$ cat src/rtl/lbs_pkg.sv
// lbs_pkg: shared types, constants and helper functions of the skinning core
package lbs_pkg;

    localparam int DEF_BONE_COUNT    = 64;
    localparam int DEF_FRACTION_BITS = 16;

    localparam int WORD_W         = 32;
    localparam int ACC_W          = 64;
    localparam int BONE_W         = 6;
    localparam int SLOT_W         = 4;
    localparam int WEIGHT_W       = 16;
    localparam int WEIGHT_SHIFT   = 15;
    localparam int SLOTS_PER_BONE = 12;
    localparam int SLOT_SPAN      = 1 << SLOT_W;

    localparam logic ACTION_WRITE     = 1'b0;
    localparam logic ACTION_INFLUENCE = 1'b1;

    localparam logic [1:0] ROW_LAST = 2'd2;
    localparam logic [1:0] COL_X    = 2'd0;
    localparam logic [1:0] COL_Y    = 2'd1;
    localparam logic [1:0] COL_Z    = 2'd2;

    localparam logic [3:0] STEP_RD0 = 4'd0;
    localparam logic [3:0] STEP_RD1 = 4'd1;
    localparam logic [3:0] STEP_RD2 = 4'd2;
    localparam logic [3:0] STEP_RD3 = 4'd3;
    localparam logic [3:0] STEP_M3  = 4'd4;
    localparam logic [3:0] STEP_LO  = 4'd5;
    localparam logic [3:0] STEP_HI  = 4'd6;
    localparam logic [3:0] STEP_WT  = 4'd7;
    localparam logic [3:0] STEP_ACC = 4'd8;

    typedef enum logic [1:0] {
        SEQ_IDLE,
        SEQ_RUN,
        SEQ_EMIT
    } seq_state_t;

    typedef struct packed {
        logic                     action;
        logic [BONE_W-1:0]        bone_index;
        logic [SLOT_W-1:0]        matrix_slot;
        logic signed [WORD_W-1:0] matrix_value;
        logic signed [WORD_W-1:0] pos_x;
        logic signed [WORD_W-1:0] pos_y;
        logic signed [WORD_W-1:0] pos_z;
        logic [WEIGHT_W-1:0]      weight;
        logic                     last_influence;
    } lbs_in_t;

    typedef struct packed {
        logic signed [WORD_W-1:0] out_x;
        logic signed [WORD_W-1:0] out_y;
        logic signed [WORD_W-1:0] out_z;
        logic                     clipped;
    } lbs_out_t;

    typedef struct packed {
        logic       rd_en;
        logic [1:0] row;
        logic [1:0] rd_col;
        logic [1:0] p_col;
        logic       mul_mat;
        logic       mul_lo;
        logic       mul_hi;
        logic       t_clr;
        logic       t_add;
        logic       t_last;
        logic       lo_cap;
        logic       wt_cap;
        logic       acc_upd;
        logic       emit;
    } lbs_ctrl_t;

    // saturating 64-bit signed add
    function automatic logic signed [ACC_W-1:0] sat_add64(
        input logic signed [ACC_W-1:0] a,
        input logic signed [ACC_W-1:0] b
    );
        logic signed [ACC_W:0] s;
        begin
            s = {a[ACC_W-1], a} + {b[ACC_W-1], b};
            if (s[ACC_W] != s[ACC_W-1])
            begin
                sat_add64 = s[ACC_W] ? {1'b1, {(ACC_W-1){1'b0}}} : {1'b0, {(ACC_W-1){1'b1}}};
            end
            else
            begin
                sat_add64 = s[ACC_W-1:0];
            end
        end
    endfunction

    // clip flag in the top bit, saturated word below
    function automatic logic [WORD_W:0] sat_word(input logic signed [ACC_W-1:0] v);
        logic fits;
        begin
            fits = (&v[ACC_W-1:WORD_W-1]) | ~(|v[ACC_W-1:WORD_W-1]);
            if (fits)
            begin
                sat_word = {1'b0, v[WORD_W-1:0]};
            end
            else if (v[ACC_W-1])
            begin
                sat_word = {1'b1, 1'b1, {(WORD_W-1){1'b0}}};
            end
            else
            begin
                sat_word = {1'b1, 1'b0, {(WORD_W-1){1'b1}}};
            end
        end
    endfunction

endpackage

$ cat src/rtl/lbs_seq.sv
// lbs_seq: step sequencer for one influence, three matrix rows of nine steps
module lbs_seq (
    input  logic              clk,
    input  logic              rst_n,
    input  logic              start,
    input  logic              bone_ok,
    input  logic              last_in,
    input  logic              out_free,
    output logic              busy,
    output lbs_pkg::lbs_ctrl_t ctrl
);

    import lbs_pkg::*;

    seq_state_t state_reg, state_next;
    logic [3:0] step_reg, step_next;
    logic [1:0] row_reg, row_next;
    logic       last_reg, last_next;

    always_ff @(posedge clk or negedge rst_n)
    begin
        if (!rst_n)
        begin
            state_reg <= SEQ_IDLE;
            step_reg  <= STEP_RD0;
            row_reg   <= 2'd0;
            last_reg  <= 1'b0;
        end
        else
        begin
            state_reg <= state_next;
            step_reg  <= step_next;
            row_reg   <= row_next;
            last_reg  <= last_next;
        end
    end

    always_comb
    begin
        state_next = state_reg;
        step_next  = step_reg;
        row_next   = row_reg;
        last_next  = last_reg;
        case (state_reg)
            SEQ_IDLE:
            begin
                if (start)
                begin
                    last_next = last_in;
                    step_next = STEP_RD0;
                    row_next  = 2'd0;
                    if (bone_ok)
                    begin
                        state_next = SEQ_RUN;
                    end
                    else if (last_in)
                    begin
                        state_next = SEQ_EMIT;
                    end
                end
            end
            SEQ_RUN:
            begin
                if (step_reg == STEP_ACC)
                begin
                    step_next = STEP_RD0;
                    if (row_reg == ROW_LAST)
                    begin
                        row_next   = 2'd0;
                        state_next = last_reg ? SEQ_EMIT : SEQ_IDLE;
                    end
                    else
                    begin
                        row_next = row_reg + 2'd1;
                    end
                end
                else
                begin
                    step_next = step_reg + 4'd1;
                end
            end
            SEQ_EMIT:
            begin
                if (out_free)
                begin
                    state_next = SEQ_IDLE;
                end
            end
            default:
            begin
                state_next = SEQ_IDLE;
            end
        endcase
    end

    always_comb
    begin
        ctrl     = '0;
        ctrl.row = row_reg;
        busy     = (state_reg != SEQ_IDLE);
        case (state_reg)
            SEQ_RUN:
            begin
                case (step_reg)
                    STEP_RD0:
                    begin
                        ctrl.rd_en  = 1'b1;
                        ctrl.rd_col = step_reg[1:0];
                        ctrl.t_clr  = 1'b1;
                    end
                    STEP_RD1:
                    begin
                        ctrl.rd_en   = 1'b1;
                        ctrl.rd_col  = step_reg[1:0];
                        ctrl.mul_mat = 1'b1;
                        ctrl.p_col   = COL_X;
                    end
                    STEP_RD2:
                    begin
                        ctrl.rd_en   = 1'b1;
                        ctrl.rd_col  = step_reg[1:0];
                        ctrl.mul_mat = 1'b1;
                        ctrl.p_col   = COL_Y;
                        ctrl.t_add   = 1'b1;
                    end
                    STEP_RD3:
                    begin
                        ctrl.rd_en   = 1'b1;
                        ctrl.rd_col  = step_reg[1:0];
                        ctrl.mul_mat = 1'b1;
                        ctrl.p_col   = COL_Z;
                        ctrl.t_add   = 1'b1;
                    end
                    STEP_M3:
                    begin
                        ctrl.t_last = 1'b1;
                    end
                    STEP_LO:
                    begin
                        ctrl.mul_lo = 1'b1;
                    end
                    STEP_HI:
                    begin
                        ctrl.mul_hi = 1'b1;
                        ctrl.lo_cap = 1'b1;
                    end
                    STEP_WT:
                    begin
                        ctrl.wt_cap = 1'b1;
                    end
                    STEP_ACC:
                    begin
                        ctrl.acc_upd = 1'b1;
                    end
                    default:
                    begin
                        ctrl.rd_en = 1'b0;
                    end
                endcase
            end
            SEQ_EMIT:
            begin
                ctrl.emit = out_free;
            end
            default:
            begin
                ctrl.emit = 1'b0;
            end
        endcase
    end

endmodule

$ cat config.mk
export PLATFORM = sky130hd
export DESIGN_NAME = lbs_seq
export DESIGN_NICKNAME = d
export VERILOG_FILES = /design/src/rtl/lbs_pkg.sv /design/src/rtl/lbs_seq.sv
export SDC_FILE = /design/constraint.sdc
export NUM_CORES = 1
export LEC_CHECK = 0
export ABC_AREA = 1
export BUFFER_PORTS_ARGS = -buffer_cell sky130_fd_sc_hd__buf_2
export CORE_ASPECT_RATIO = 0.5
export CORE_MARGIN = 3
export CORE_UTILIZATION = 25
export CTS_CLUSTER_SIZE = 30
export DETAILED_ROUTE_END_ITERATION = 7
export GPL_TIMING_DRIVEN = 0
export SLEW_MARGIN = 30
export SYNTH_ARGS = -nofsm -noshare
export SYNTH_HDL_FRONTEND = slang
export SYNTH_SLANG_ARGS = --single-unit
$ cat constraint.sdc
create_clock -name clk -period 1.9 [get_ports clk]
set_clock_uncertainty 0.15 [all_clocks]
set_input_delay 0.38 -clock clk [delete_from_list [all_inputs] [get_ports clk]]
set_output_delay 0.38 -clock clk [all_outputs]
set_load 0.005 [all_outputs]
Word-level counts from Yosys, hierarchy flattened
Index checks and enable logic that the tools add are counted.

Register bits after elaboration: 9. Logic and storage cells: 60. Output and inout port bits: 18. ROM bits: 0. Input bits: 6. Memories: 0. Bits in writable memories: 0. Bits in latches: 0.

Multiplexer cells: 28. Reductions and logical operators: 10. Bitwise logic cells: 0. Order comparisons: 0. Equal/unequal tests: 16. $add $sub $neg: 2. Div/mod/pow operators: 0. Shift-type cells: 0. Multiply operators: 0.

Operators with widths (count): $mux 2 (11); $eq 4x3->1 const B (4); $mux 13 (1); $mux 1 (10); $pmux 3 s3 (1); $eq 4x2->1 const B (2); $mux 4 (2); $ne 2x2->1 const B (4); $pmux 4 s2 (1); $pmux 2 s3 (1); $reduce_and 5->1 (1); $add 4x1->4 const B (1); $eq 2x2->1 const B (2); $eq 4x1->1 const B (1); $eq 4x4->1 const B (1); $logic_not 4->1 (1); $pmux 2 s2 (1); $reduce_and 2->1 (2); $reduce_bool 2->1 (2); $reduce_or 4->1 (1); $ne 3x3->1 const B (1); $reduce_and 3->1 (1); $add 2x1->2 const B (1); $eq 2x1->1 const B (1); other kinds (2) (2).

Depth between registers and ports, before layout
Depth in word-level cells: 4. Depth in mapped cells: 8. Mapped depth without buffers: 8.

Least setup slack after synthesis
OpenSTA, ideal clock, no wires.

Path type: register -> output. Start: register step_reg[0]. End: output port ctrl[7] (netlist bit). Setup slack: 0.216 ns. Data arrival time: 1.154 ns. Data required time: 1.370 ns. Cell stages (with the launch flop): 6. Path through: dfrtp_1 inv_1 ha_1 inv_1 nor3_1 buf_4.

RTL lines: start: declaration (line lbs_seq.sv:16) `logic [3:0] step_reg, step_next;`; start signal: assignment (line lbs_seq.sv:32) `step_reg <= step_next;`; end: declaration (line lbs_seq.sv:10) `output lbs_pkg::lbs_ctrl_t ctrl`.

==> results by group <==
Yosys
  – Synth cell count leaders: inv_1 (19), nand2_1 (18), nor2_1 (13)
  – Yosys cell types: 20
  – Area share of the largest cell type after synthesis: between 30% and 40%
  – Synth area leader: dfrtp_1
  – Syn_area_per_cell: between 6 and 7 sq um
  – Count leader, synth: inv_1
  – Seq/Total Area, Yosys: 33.8%
  – Largest cells by area after synthesis: dfrtp_1 (34%), inv_1 (11%), nand2_1 (10%), ha_1 (7.5%), nor2_1 (7.3%)
  – Synth Instances: 97
  – Synthesized area: 667 sq um
  – Post-synth EDFFs: 0
  – Synthesis warning total: 0
  – Synth Net Count: 107
  – FF+latch count, synth: 9
  – Most used flip-flop cell after synthesis: dfrtp_1
  – Async set-reset flop share out of synthesis: 100%

Floorplanning
  – Full die area: 3360 sq um
  – I/O Pins: 24
  – Height of the die: 42.5 um
  – Initial core utilization: 28.1%
  – # rows: 12
  – Chip width: just under 80 um
  – Core Region: 2370 sq um

Finish
  – Layout cells sized above 1: 44.0%
  – Final core occ: 43.6%
  – Largest register FFs: 4
  – Net count, final: 145
  – Antenna diodes: 0
  – Syn-to-layout area delta: 55.0%
  – Finished Layout Cells: 169

Worst setup path
  – Data arrival, critical path: 1380 ps
  – Largest delay share family, worst path: flip-flops
  – CP bufs+invs: 3
  – Critical path cell sequence: inv_4 -> ha_4 -> o21ai_2 -> nand2_1 -> nand2_2 -> inv_1 -> buf_2
  – Critical Path Source Type: flip-flop
  – Crit path kind: flip-flop to output pin
  – Setup crit end kind: output pin
  – Slowest-stage cell, CP: dfrtp_2
  – Slowest stage delay, CP: 460 ps
  – Max FO, Critical Path: 5
  – Critical Path RT: 1370 ps

Detailed routing
  – ANT nets after route: 0
  – Final wirelength: 1.70 mm
  – 1st-iter DRT viols: 36
  – Drt pass-1 iters: 4
  – Via count: 736
  – DRC viols: 0
  – Routed vias/inst: approximately 4.4
  – WL/cell: 10.0 um

Timing
  – Fin. Hold Viols: 0
  – WHS: ~270 ps
  – RSZ-0062 raised after global routing: yes
  – Clock period minus worst slack: 1910 ps
  – Setup WS post-layout: -9.24 ps
  – Slew @ Worst Pin: roughly 270 ps
  – Setup Viol. Count Final: 3
  – Final Cycle Share: 100%
  – Slew margin rel.: 81.7%
  – Fmax: around 0.52 GHz
  – Final Max Tran Viols: 0

Place
  – Port Buf Inserts: 23
  – Detailed Place HPWL: 1.20 mm
  – RD Place Congestion: 0.727
  – Cell count after placement: 155

Clocking
  – Worst skew pair latency: 230 ps
  – TritonCTS clock tree: yes
  – H-tree depth: 1
  – Max clock buf depth: 2
  – # clock sinks: 9
  – Clock root cell: clkbuf_8
  – Clock-pin slew on the worst setup and hold paths: 40 ps
  – CTS buffer count: 3

Pwr
  – PwrDens: 1510 nW/um^2
  – Pleak: 0.549 nW
  – Max VDD drop: 0.429 mV

Outcome
  – Failing checks: setup timing
  – Outcome: finished with violations

Global routing
  – Vias in the first global route: 652
  – Global-route wire length before repair: 2.84 mm
  – GR Util All Layers: 10.9%
  – Congestion Overflow GR: 0
  – Initial antenna violation count: 0
  – Largest net degree at the start of global routing: 10

Min path
  – Hold/Removal Path Class: primary input to flip-flop

Run
  – MaxCap Viol Count: 0
-- metal layers --
layer / routed length (um) / share of wire [%] / global-route usage [%] / up-vias
li1: - / - / - / 382
met5: 0 / 0 / 0 / -
met1: 828 / 49 / 13.8 / 328
met2: 727 / 43 / 17.4 / 24
met4: 17 / 1.0 / 4.11 / 0
met3: 124 / 7.3 / 3.43 / 2
-- worst reg2reg max path: cells and delay by family (launching register included) --
family	cells	cell delay, ps
adders and majority gates	1	150
buffers and inverters	2	170
DFF	1	470
and+or+nand+nor	5	440
-- worst paths after layout --
path	startpoint	cells past startpoint	endpoint	slack, ps
max reg2reg	step_reg[0]	8	state_reg[0]	450
max in group asynchronous	rst_n	2	step_reg[0]	1020
min in group asynchronous	rst_n	2	last_reg	380
min reg2reg	last_reg	2	last_reg	330
max	step_reg[0]	7	ctrl[16]	-9
min	last_in	3	last_reg	270
-- what timing repair did --
action | 4_1_cts | 5_1_grt
hold buffers | 1 | 0
pin swaps | 7 | 2
buffers inserted | 7 | 2
endpoints found under the hold margin | 9 | 0
endpoints found under the setup margin | 9 | 9
resized for setup | 18 | 7
-- through the flow --
step / setup TNS, ps / total power, mW / setup slack (ps) / cell area, sq um
4_1_cts: -6.90 / 1.47 / -6.90 / 992
2_1_floorplan: 0 / 0.799 / 216 / 667
3_5_place_dp: 0 / 1.03 / 48.8 / 826
3_3_place_gp: 0 / 1.02 / 64.3 / 826
5_1_grt: -494 / 1.71 / -94.3 / 1030
6_report: -23.7 / 1.56 / -9.24 / 1030
-- cells in the final DEF (no fill, tap or decap), types with 2 or more instances in the layout --
cell       n
o21ai_1    3
nand2_2    4
nor3_1     4
nor2_4     2
nand3_1    7
buf_4     10
inv_4      2
dfrtp_2    2
o21ai_2    2
dfrtp_1    7
ha_4       4
o21ai_0    3
inv_1     16
nor2_1    11
o22ai_1    2
nand2_1   16
buf_2     23
nor2_2     3
clkbuf_8   3
-- cell type report --
type | count | area [sq um]
Tap cell | 35 | 43.8
Multi-Input combinational cell | 68 | 440
Fill cell | 256 | 1340
Buffer | 1 | 7.51
Sequential cell | 9 | 228
Timing Repair Buffer | 33 | 193
Inverter | 19 | 76.3
Clock buffer | 4 | 45.0
-- cells by family (layout without fill, tap and decap cells) --
family | after synthesis | in the layout | share of synthesized area, %
AND/OR/NAND/NOR | 51 | 51 | 36.0
buffers and inverters | 20 | 57 | 11.8
AO/OA/AOI/OAI | 12 | 12 | 9.57
flip-flops | 9 | 9 | 33.8
adder cells (fa/ha/maj) | 4 | 4 | 7.50
XOR/XNOR | 1 | 1 | 1.31
-- where the power goes --
part | total, mW | internal (mW) | switching [mW]
Clock | 0.220 | 0.146 | 0.0743
Sequential | 0.400 | 0.275 | 0.125
Combinational | 0.937 | 0.462 | 0.475
Total | 1.56 | 0.884 | 0.674
Note: power is estimated with default switching activity, not from simulation.
