[src/rtl/lbs_pkg.sv]
// lbs_pkg: shared types, constants and helper functions of the skinning core
package lbs_pkg;

    localparam int DEF_BONE_COUNT    = 64;
    localparam int DEF_FRACTION_BITS = 16;

    localparam int WORD_W         = 32;
    localparam int ACC_W          = 64;
    localparam int BONE_W         = 6;
    localparam int SLOT_W         = 4;
    localparam int WEIGHT_W       = 16;
    localparam int WEIGHT_SHIFT   = 15;
    localparam int SLOTS_PER_BONE = 12;
    localparam int SLOT_SPAN      = 1 << SLOT_W;

    localparam logic ACTION_WRITE     = 1'b0;
    localparam logic ACTION_INFLUENCE = 1'b1;

    localparam logic [1:0] ROW_LAST = 2'd2;
    localparam logic [1:0] COL_X    = 2'd0;
    localparam logic [1:0] COL_Y    = 2'd1;
    localparam logic [1:0] COL_Z    = 2'd2;

    localparam logic [3:0] STEP_RD0 = 4'd0;
    localparam logic [3:0] STEP_RD1 = 4'd1;
    localparam logic [3:0] STEP_RD2 = 4'd2;
    localparam logic [3:0] STEP_RD3 = 4'd3;
    localparam logic [3:0] STEP_M3  = 4'd4;
    localparam logic [3:0] STEP_LO  = 4'd5;
    localparam logic [3:0] STEP_HI  = 4'd6;
    localparam logic [3:0] STEP_WT  = 4'd7;
    localparam logic [3:0] STEP_ACC = 4'd8;

    typedef enum logic [1:0] {
        SEQ_IDLE,
        SEQ_RUN,
        SEQ_EMIT
    } seq_state_t;

    typedef struct packed {
        logic                     action;
        logic [BONE_W-1:0]        bone_index;
        logic [SLOT_W-1:0]        matrix_slot;
        logic signed [WORD_W-1:0] matrix_value;
        logic signed [WORD_W-1:0] pos_x;
        logic signed [WORD_W-1:0] pos_y;
        logic signed [WORD_W-1:0] pos_z;
        logic [WEIGHT_W-1:0]      weight;
        logic                     last_influence;
    } lbs_in_t;

    typedef struct packed {
        logic signed [WORD_W-1:0] out_x;
        logic signed [WORD_W-1:0] out_y;
        logic signed [WORD_W-1:0] out_z;
        logic                     clipped;
    } lbs_out_t;

    typedef struct packed {
        logic       rd_en;
        logic [1:0] row;
        logic [1:0] rd_col;
        logic [1:0] p_col;
        logic       mul_mat;
        logic       mul_lo;
        logic       mul_hi;
        logic       t_clr;
        logic       t_add;
        logic       t_last;
        logic       lo_cap;
        logic       wt_cap;
        logic       acc_upd;
        logic       emit;
    } lbs_ctrl_t;

    // saturating 64-bit signed add
    function automatic logic signed [ACC_W-1:0] sat_add64(
        input logic signed [ACC_W-1:0] a,
        input logic signed [ACC_W-1:0] b
    );
        logic signed [ACC_W:0] s;
        begin
            s = {a[ACC_W-1], a} + {b[ACC_W-1], b};
            if (s[ACC_W] != s[ACC_W-1])
            begin
                sat_add64 = s[ACC_W] ? {1'b1, {(ACC_W-1){1'b0}}} : {1'b0, {(ACC_W-1){1'b1}}};
            end
            else
            begin
                sat_add64 = s[ACC_W-1:0];
            end
        end
    endfunction

    // clip flag in the top bit, saturated word below
    function automatic logic [WORD_W:0] sat_word(input logic signed [ACC_W-1:0] v);
        logic fits;
        begin
            fits = (&v[ACC_W-1:WORD_W-1]) | ~(|v[ACC_W-1:WORD_W-1]);
            if (fits)
            begin
                sat_word = {1'b0, v[WORD_W-1:0]};
            end
            else if (v[ACC_W-1])
            begin
                sat_word = {1'b1, 1'b1, {(WORD_W-1){1'b0}}};
            end
            else
            begin
                sat_word = {1'b1, 1'b0, {(WORD_W-1){1'b1}}};
            end
        end
    endfunction

endpackage

[src/rtl/lbs_math.sv]
// lbs_math: shared multiplier, row sum, weight scaling and the three accumulators
module lbs_math #(
    parameter int FRACTION_BITS = lbs_pkg::DEF_FRACTION_BITS
) (
    input  logic                                clk,
    input  logic                                rst_n,
    input  lbs_pkg::lbs_ctrl_t                  ctrl,
    input  logic [lbs_pkg::WORD_W-1:0]          rdata,
    input  logic signed [lbs_pkg::WORD_W-1:0]   pos_x,
    input  logic signed [lbs_pkg::WORD_W-1:0]   pos_y,
    input  logic signed [lbs_pkg::WORD_W-1:0]   pos_z,
    input  logic [lbs_pkg::WEIGHT_W-1:0]        weight,
    output logic signed [lbs_pkg::ACC_W-1:0]    acc_x,
    output logic signed [lbs_pkg::ACC_W-1:0]    acc_y,
    output logic signed [lbs_pkg::ACC_W-1:0]    acc_z
);

    import lbs_pkg::*;

    localparam int OP_W   = WORD_W + 1;
    localparam int PROD_W = 2 * OP_W;
    localparam int LO_W   = WORD_W + WEIGHT_W;
    localparam int WSUM_W = PROD_W + WEIGHT_W - 2;

    logic signed [OP_W-1:0]   mul_a;
    logic signed [OP_W-1:0]   mul_b;
    logic signed [WORD_W-1:0] p_sel;
    logic signed [PROD_W-1:0] prod_reg, prod_next;
    logic signed [PROD_W-1:0] prod_sh;
    logic signed [ACC_W-1:0]  m3_ext;
    logic signed [ACC_W-1:0]  t_reg, t_next;
    logic [LO_W-1:0]          lo_reg;
    logic signed [WSUM_W-1:0] hi_ext;
    logic signed [WSUM_W-1:0] wsum;
    logic signed [WSUM_W-1:0] wsh;
    logic signed [ACC_W-1:0]  wt_reg;
    logic signed [ACC_W-1:0]  acc_reg [3];
    logic signed [ACC_W-1:0]  acc_sum;

    always_comb
    begin
        case (ctrl.p_col)
            COL_X:   p_sel = pos_x;
            COL_Y:   p_sel = pos_y;
            default: p_sel = pos_z;
        endcase
    end

    always_comb
    begin
        mul_a = '0;
        mul_b = '0;
        if (ctrl.mul_mat)
        begin
            mul_a = {rdata[WORD_W-1], rdata};
            mul_b = {p_sel[WORD_W-1], p_sel};
        end
        else if (ctrl.mul_lo)
        begin
            mul_a = {1'b0, t_reg[WORD_W-1:0]};
            mul_b = {{(OP_W-WEIGHT_W){1'b0}}, weight};
        end
        else if (ctrl.mul_hi)
        begin
            mul_a = {t_reg[ACC_W-1], t_reg[ACC_W-1:WORD_W]};
            mul_b = {{(OP_W-WEIGHT_W){1'b0}}, weight};
        end
        prod_next = PROD_W'(mul_a) * PROD_W'(mul_b);
    end

    assign prod_sh = prod_reg >>> FRACTION_BITS;
    assign m3_ext  = {{(ACC_W-WORD_W){rdata[WORD_W-1]}}, rdata};

    always_comb
    begin
        t_next = t_reg;
        if (ctrl.t_clr)
        begin
            t_next = '0;
        end
        else if (ctrl.t_add)
        begin
            t_next = t_reg + $signed(prod_sh[ACC_W-1:0]);
        end
        else if (ctrl.t_last)
        begin
            t_next = t_reg + $signed(prod_sh[ACC_W-1:0]) + m3_ext;
        end
    end

    // exact floor of t times weight over 2^15, from the two partial products
    assign hi_ext = {{(WSUM_W-PROD_W){prod_reg[PROD_W-1]}}, prod_reg};
    assign wsum   = (hi_ext <<< WORD_W) + $signed({{(WSUM_W-LO_W){1'b0}}, lo_reg});
    assign wsh    = wsum >>> WEIGHT_SHIFT;

    assign acc_sum = sat_add64(acc_reg[ctrl.row], wt_reg);

    always_ff @(posedge clk)
    begin
        if (ctrl.mul_mat || ctrl.mul_lo || ctrl.mul_hi)
        begin
            prod_reg <= prod_next;
        end
        t_reg <= t_next;
        if (ctrl.lo_cap)
        begin
            lo_reg <= prod_reg[LO_W-1:0];
        end
        if (ctrl.wt_cap)
        begin
            wt_reg <= wsh[ACC_W-1:0];
        end
    end

    always_ff @(posedge clk or negedge rst_n)
    begin
        if (!rst_n)
        begin
            acc_reg[0] <= '0;
            acc_reg[1] <= '0;
            acc_reg[2] <= '0;
        end
        else if (ctrl.emit)
        begin
            acc_reg[0] <= '0;
            acc_reg[1] <= '0;
            acc_reg[2] <= '0;
        end
        else if (ctrl.acc_upd)
        begin
            acc_reg[ctrl.row] <= acc_sum;
        end
    end

    assign acc_x = acc_reg[0];
    assign acc_y = acc_reg[1];
    assign acc_z = acc_reg[2];

endmodule

[config.mk]
export PLATFORM = sky130hd
export DESIGN_NAME = lbs_math
export DESIGN_NICKNAME = d
export VERILOG_FILES = /design/src/rtl/lbs_pkg.sv /design/src/rtl/lbs_math.sv
export SDC_FILE = /design/constraint.sdc
export NUM_CORES = 2
export LEC_CHECK = 0
export BUFFER_PORTS_ARGS = -buffer_cell sky130_fd_sc_hd__buf_2
export CAP_MARGIN = 25
export CORE_MARGIN = 5
export CORE_UTILIZATION = 35
export DETAILED_ROUTE_END_ITERATION = 8
export PLACE_DENSITY = 0.62
export SLEW_MARGIN = 20
export SYNTH_ARGS = -nofsm -noshare
export SYNTH_HDL_FRONTEND = slang
export SYNTH_SLANG_ARGS = --single-unit
[constraint.sdc]
create_clock -name clk -period 11.05 [get_ports clk]
set_input_delay 1.6575 -clock clk [delete_from_list [all_inputs] [get_ports clk]]
set_output_delay 1.6575 -clock clk [all_outputs]
set_load 0.05 [all_outputs]
### Yosys cells after proc, flatten, opt, wreduce, memory -nomap -nowiden

Cells that the tools add are included.

* flip-flop bits (word level): 434
* latch bits: 0
* RAM bits: 0
* bits in read-only memories: 0
* output and inout bits: 192
* logic and storage cells: 42
* memories: 0

* add/sub/neg operators: 4
* multiply operators: 1
* divide/modulo/power cells: 0
* magnitude comparators: 2
* eq/ne operators: 2
* shift operators: 0
* muxes and demuxes: 19
* bitwise gates (word level): 1
* reduce and logical (&&, ||, !) cells: 6

Operators by type and width (number)
* $mux 64: 7
* $mux 192: 2
* $bwmux 192: 1
* $mux 33: 4
* $bmux 64 s2: 1
* $demux 64 s2: 1
* $add 79x49->79: 1
* $mul 33x33->66: 1
* $add 64x64->65: 1
* $add 64x32->64: 1
* $add 64x50->64: 1
* $pmux 32 s2: 1
* $mux 16: 2
* $reduce_bool 2->1: 2
* $ge 3x3->1 const B: 1
* $lt 3x1->1 const B: 1
* $not 2->3: 1
* $eq 2x1->1 const B: 1
* $logic_not 2->1: 1
* $logic_or 1x1->1: 2
* $logic_and 1x1->1: 1
* $ne 1x1->1: 1

### Logic depth before layout (Yosys ltp)

* depth after elaboration: 10
* gate-level depth with buffers: 38
* depth with buffers taken out: 34

### Worst setup path before layout

OpenSTA, ideal clock, no wires.

* path type: in2reg
* start point: input port ctrl[9] (netlist bit)
* end point: register prod_reg[62], data pin
* library setup time: 259 ps
* data arrival time: 11398 ps
* data required time: 10791 ps
* setup slack: -607 ps
* cell stages on the path: 29
* buffers on the path: 4
* path through: clkbuf_1 -> nor3_1 -> clkinv_1 -> clkbuf_1 -> buf_1 -> nand3_1 -> fa_1 -> fa_1 -> fa_1 -> inv_1 -> fa_1 -> fa_1 -> fa_1 -> fa_1 -> inv_1 -> fa_1 -> inv_1 -> ha_1 -> clkbuf_1 -> a21o_1 -> a21oi_1 -> o21ai_0 -> a21oi_1 -> o211ai_1 -> nor2_1 -> o22ai_1 -> a221o_1 -> a21oi_1 -> xnor2_1

* longest elaborated chain between the ends: 2

Ends and longest elaborated chain
* start: declaration: line lbs_math.sv:7 `input lbs_pkg::lbs_ctrl_t ctrl,`
* $mux 33: line lbs_math.sv:53 `if (ctrl.mul_mat)`
* $mul 33x33->66 *: line lbs_math.sv:68 `prod_next = PROD_W'(mul_a) * PROD_W'(mul_b);`
* via prod_next[62]: line lbs_math.sv:28 `logic signed [PROD_W-1:0] prod_reg, prod_next;`
* end signal: assignment: line lbs_math.sv:102 `prod_reg <= prod_next;`
* end: declaration: line lbs_math.sv:28

Mark *: on every way through the listed nets, which the timed path passes. The rest lies on a longest branch.
A chain may end at the register's enable or synchronous reset.

### Worst setup path in the final report

* start point: input port ctrl[10] (netlist bit)
* end point: register prod_reg[56], data pin

* longest elaborated chain between the ends: 4

Ends and longest elaborated chain
* $eq 2x1->1 or $logic_not 2->1 (tied branches): line lbs_math.sv:42 `case (ctrl.p_col)`
* $pmux 32 s2 *: line lbs_math.sv:42
* $mux 33 *: line lbs_math.sv:53
* $mul 33x33->66 *: line lbs_math.sv:68
* via prod_next[56]: line lbs_math.sv:28

Marked as above.

==> results by group <==
Run status
  • Outcome: finished clean

Route
  • Wire per inst: 24.4 um
  • First-pass DRT Iterations: 6
  • Detailed Route WL: 255000 um
  • DR vias/cell: 5.48
  • Drt drc: 0
  • Detail Route Antenna Nets: 0
  • Initial drt markers: 5557
  • Vias: 57382

Logic synthesis
  • Post-synthesis cell count: 7489
  • Leading area contributor after synthesis: fa_1
  • Post-synth EDFFs: 163
  • Synth top area share: 0.342
  • Yosys reg bits: 419
  • Post-synthesis cell type count: 91
  • Sequential area share after synthesis: 0.163
  • Avg Inst Size Synth: 8.99 um^2
  • Synth top cells by count: inv_1 (1195), fa_1 (1149), nand2_1 (874), nor2_1 (752), ha_1 (423)
  • Syn. warnings: 0
  • Ranking of synthesized cells by area: fa_1 (34%), ha_1 (7.9%), edfxtp_1 (7.3%)
  • Top_reg_cell synth: dfrtp_1
  • Syn Nets: 9224
  • Count leader, synth: inv_1
  • Mapped Area: 67400 um^2
  • Async SR Flop Fraction: 0.458

Floorplan
  • DIE WIDTH: 449 um
  • Starting Density: 0.351
  • Core area: 192000 um^2
  • FP Rows: 161
  • Die H: 449 um
  • IO Pins: 355
  • Die area: 201000 um^2

Clock tree
  • Reg clk slew, reported paths: 60 ps
  • CTS Sinks: 419
  • Clock buffer depth: 3
  • Root buffer cell: clkbuf_16
  • TritonCTS Buffers: 50
  • Clock Latency Late Sink: 620 ps
  • CTS tree: yes
  • Postcts setup bufs: 0
  • Hold_buf cts: 0
  • CTS H-Tree Depth: 2
  • Resize count post-CTS: 0

Worst hold path
  • Hold Crit Depth: 0
  • Hold WC Path Type: reg -> reg

Worst setup path
  • Most common cell on crit path: fa_1
  • Crit Path Class: in -> reg
  • Crit path buf inv count: 7
  • CP max FO: 12
  • Crit path DAT: 10910 ps
  • Largest delay share family, worst path: adder cells
  • Slowest stage delay, CP: 610 ps
  • Number of cells on the critical path: 33
  • CP required: 11410 ps
  • Reg2Reg Depth: 37
  • Worst Setup Start Kind: input pin
  • Slowest cell on crit path: fa_1
  • Crit end category: register

Final layout
  • Area growth syn-to-layout: 12.5%
  • Final nets: 9624
  • FF+latch area: 11000 um^2
  • Multi-input gate area: 50500 um^2
  • Non-Filler Instances: 10465
  • Layout cells sized above 1: 0.108
  • Flip-flop count of the largest register after layout: 66
  • Fill count: 19346

Timing
  • RSZ-0062 raised after global routing: false
  • Fin. Hold Viols: 0
  • Final Cycle Share: 0.955
  • Max-slew headroom: 0.374
  • Min Tclk post-route: 10550 ps
  • Slew @ Worst Pin: 940 ps
  • Worst Skew: 18.5 ps
  • Fmax: 94.8 MHz
  • Max-slew violations: 0
  • Final setup viols: 0

Global routing
  • Vias in the first global route: 58454
  • Initial antenna violation count: 17
  • Pin count of the biggest net entering global routing: 75
  • Final global-route overflow total: 0
  • Global-route wire length before repair: 380000 um
  • GRT Util Overall: 0.249

Placed design
  • Dpl hpwl: 211000 um
  • Port Buffers: 351
  • DP Cell Count: 10363
  • GPL Wtd Cong: 1.02

Run
  • Number of max-cap violations: 0
-- path summary, 6_finish.rpt --
check                      slack [ps]      endpoint       start
setup / recovery                  500  prod_reg[56]    ctrl[10]
hold / removal                    410     wt_reg[8]  lo_reg[23]
setup reg to reg                 1630  prod_reg[65]   t_reg[57]
hold reg to reg                   410     wt_reg[8]  lo_reg[23]
max in group asynchronous        7970     acc_x[54]       rst_n
min in group asynchronous        1030     acc_y[12]       rst_n
-- kinds of logic after synthesis --
group | count (synthesis) | share of synthesized area
AOI/OAI and AO/OA | 1369 | 0.135
and+or+nand+nor | 2137 | 0.136
muxes | 128 | 0.0192
DFF | 419 | 0.163
xor gates and xnor gates | 291 | 0.0378
adders and majority gates | 1572 | 0.420
buffers and inverters | 1573 | 0.0885
-- cell usage in the layout (no fill, tap or decap), types with 50 or more instances in the layout --
cell type | netlist | final
o21bai_1 | 50 | 50
edfxtp_1 | 163 | 163
fa_1 | 1149 | 1149
dfxtp_1 | 64 | 64
a21o_1 | 153 | 153
nand2_1 | 874 | 874
nand3_1 | 96 | 96
dfrtp_1 | 192 | 192
inv_1 | 1195 | 1194
a221o_1 | 163 | 163
o21a_1 | 51 | 51
xor2_1 | 98 | 98
o21ai_0 | 287 | 272
nor2_1 | 752 | 745
xnor2_1 | 193 | 193
ha_1 | 423 | 423
and2_1 | 76 | 74
buf_4 | 5 | 349
and3_1 | 100 | 100
clkbuf_16 | 0 | 52
a21oi_1 | 395 | 393
buf_2 | 25 | 348
mux2i_1 | 121 | 121
-- metal layers --
layer  GRT usage  part of all wire  vias to the layer above  wire (um)
met4       0.106             0.053                        6      13500
met5           0           0.00017                        -         43
met1       0.331              0.40                    29015     102000
li1            -                 -                    25013          -
met3      0.0528             0.096                      529      24500
met2       0.393              0.45                     2819     115000
-- stage by stage --
step                instance area [um^2]  utilization  hold slack [ps]  setup slack [ps]  setup TNS, ps
floorplan                          67400            -              400              92.0              0
detailed placement                 74000        0.385              406             -38.9          -38.9
finish                             75700        0.395              414               496              0
CTS                                75700        0.394              416               594              0
global placement                   74000        0.385              407              6.76              0
global route                       75700        0.394              420              98.9              0
-- final cells by class --
type	instances	area share
well taps	2526	0.0417
clock inverters	23	0.00456
diodes	10	0.000330
multi-input cells	5497	0.667
flip-flops and latches	419	0.145
inverters	1199	0.0594
repair buffers	722	0.0637
clock buffers	69	0.0187
Power is not shown: default switching activity piles up to over one toggle a cycle in this logic, so the estimate is an artifact.
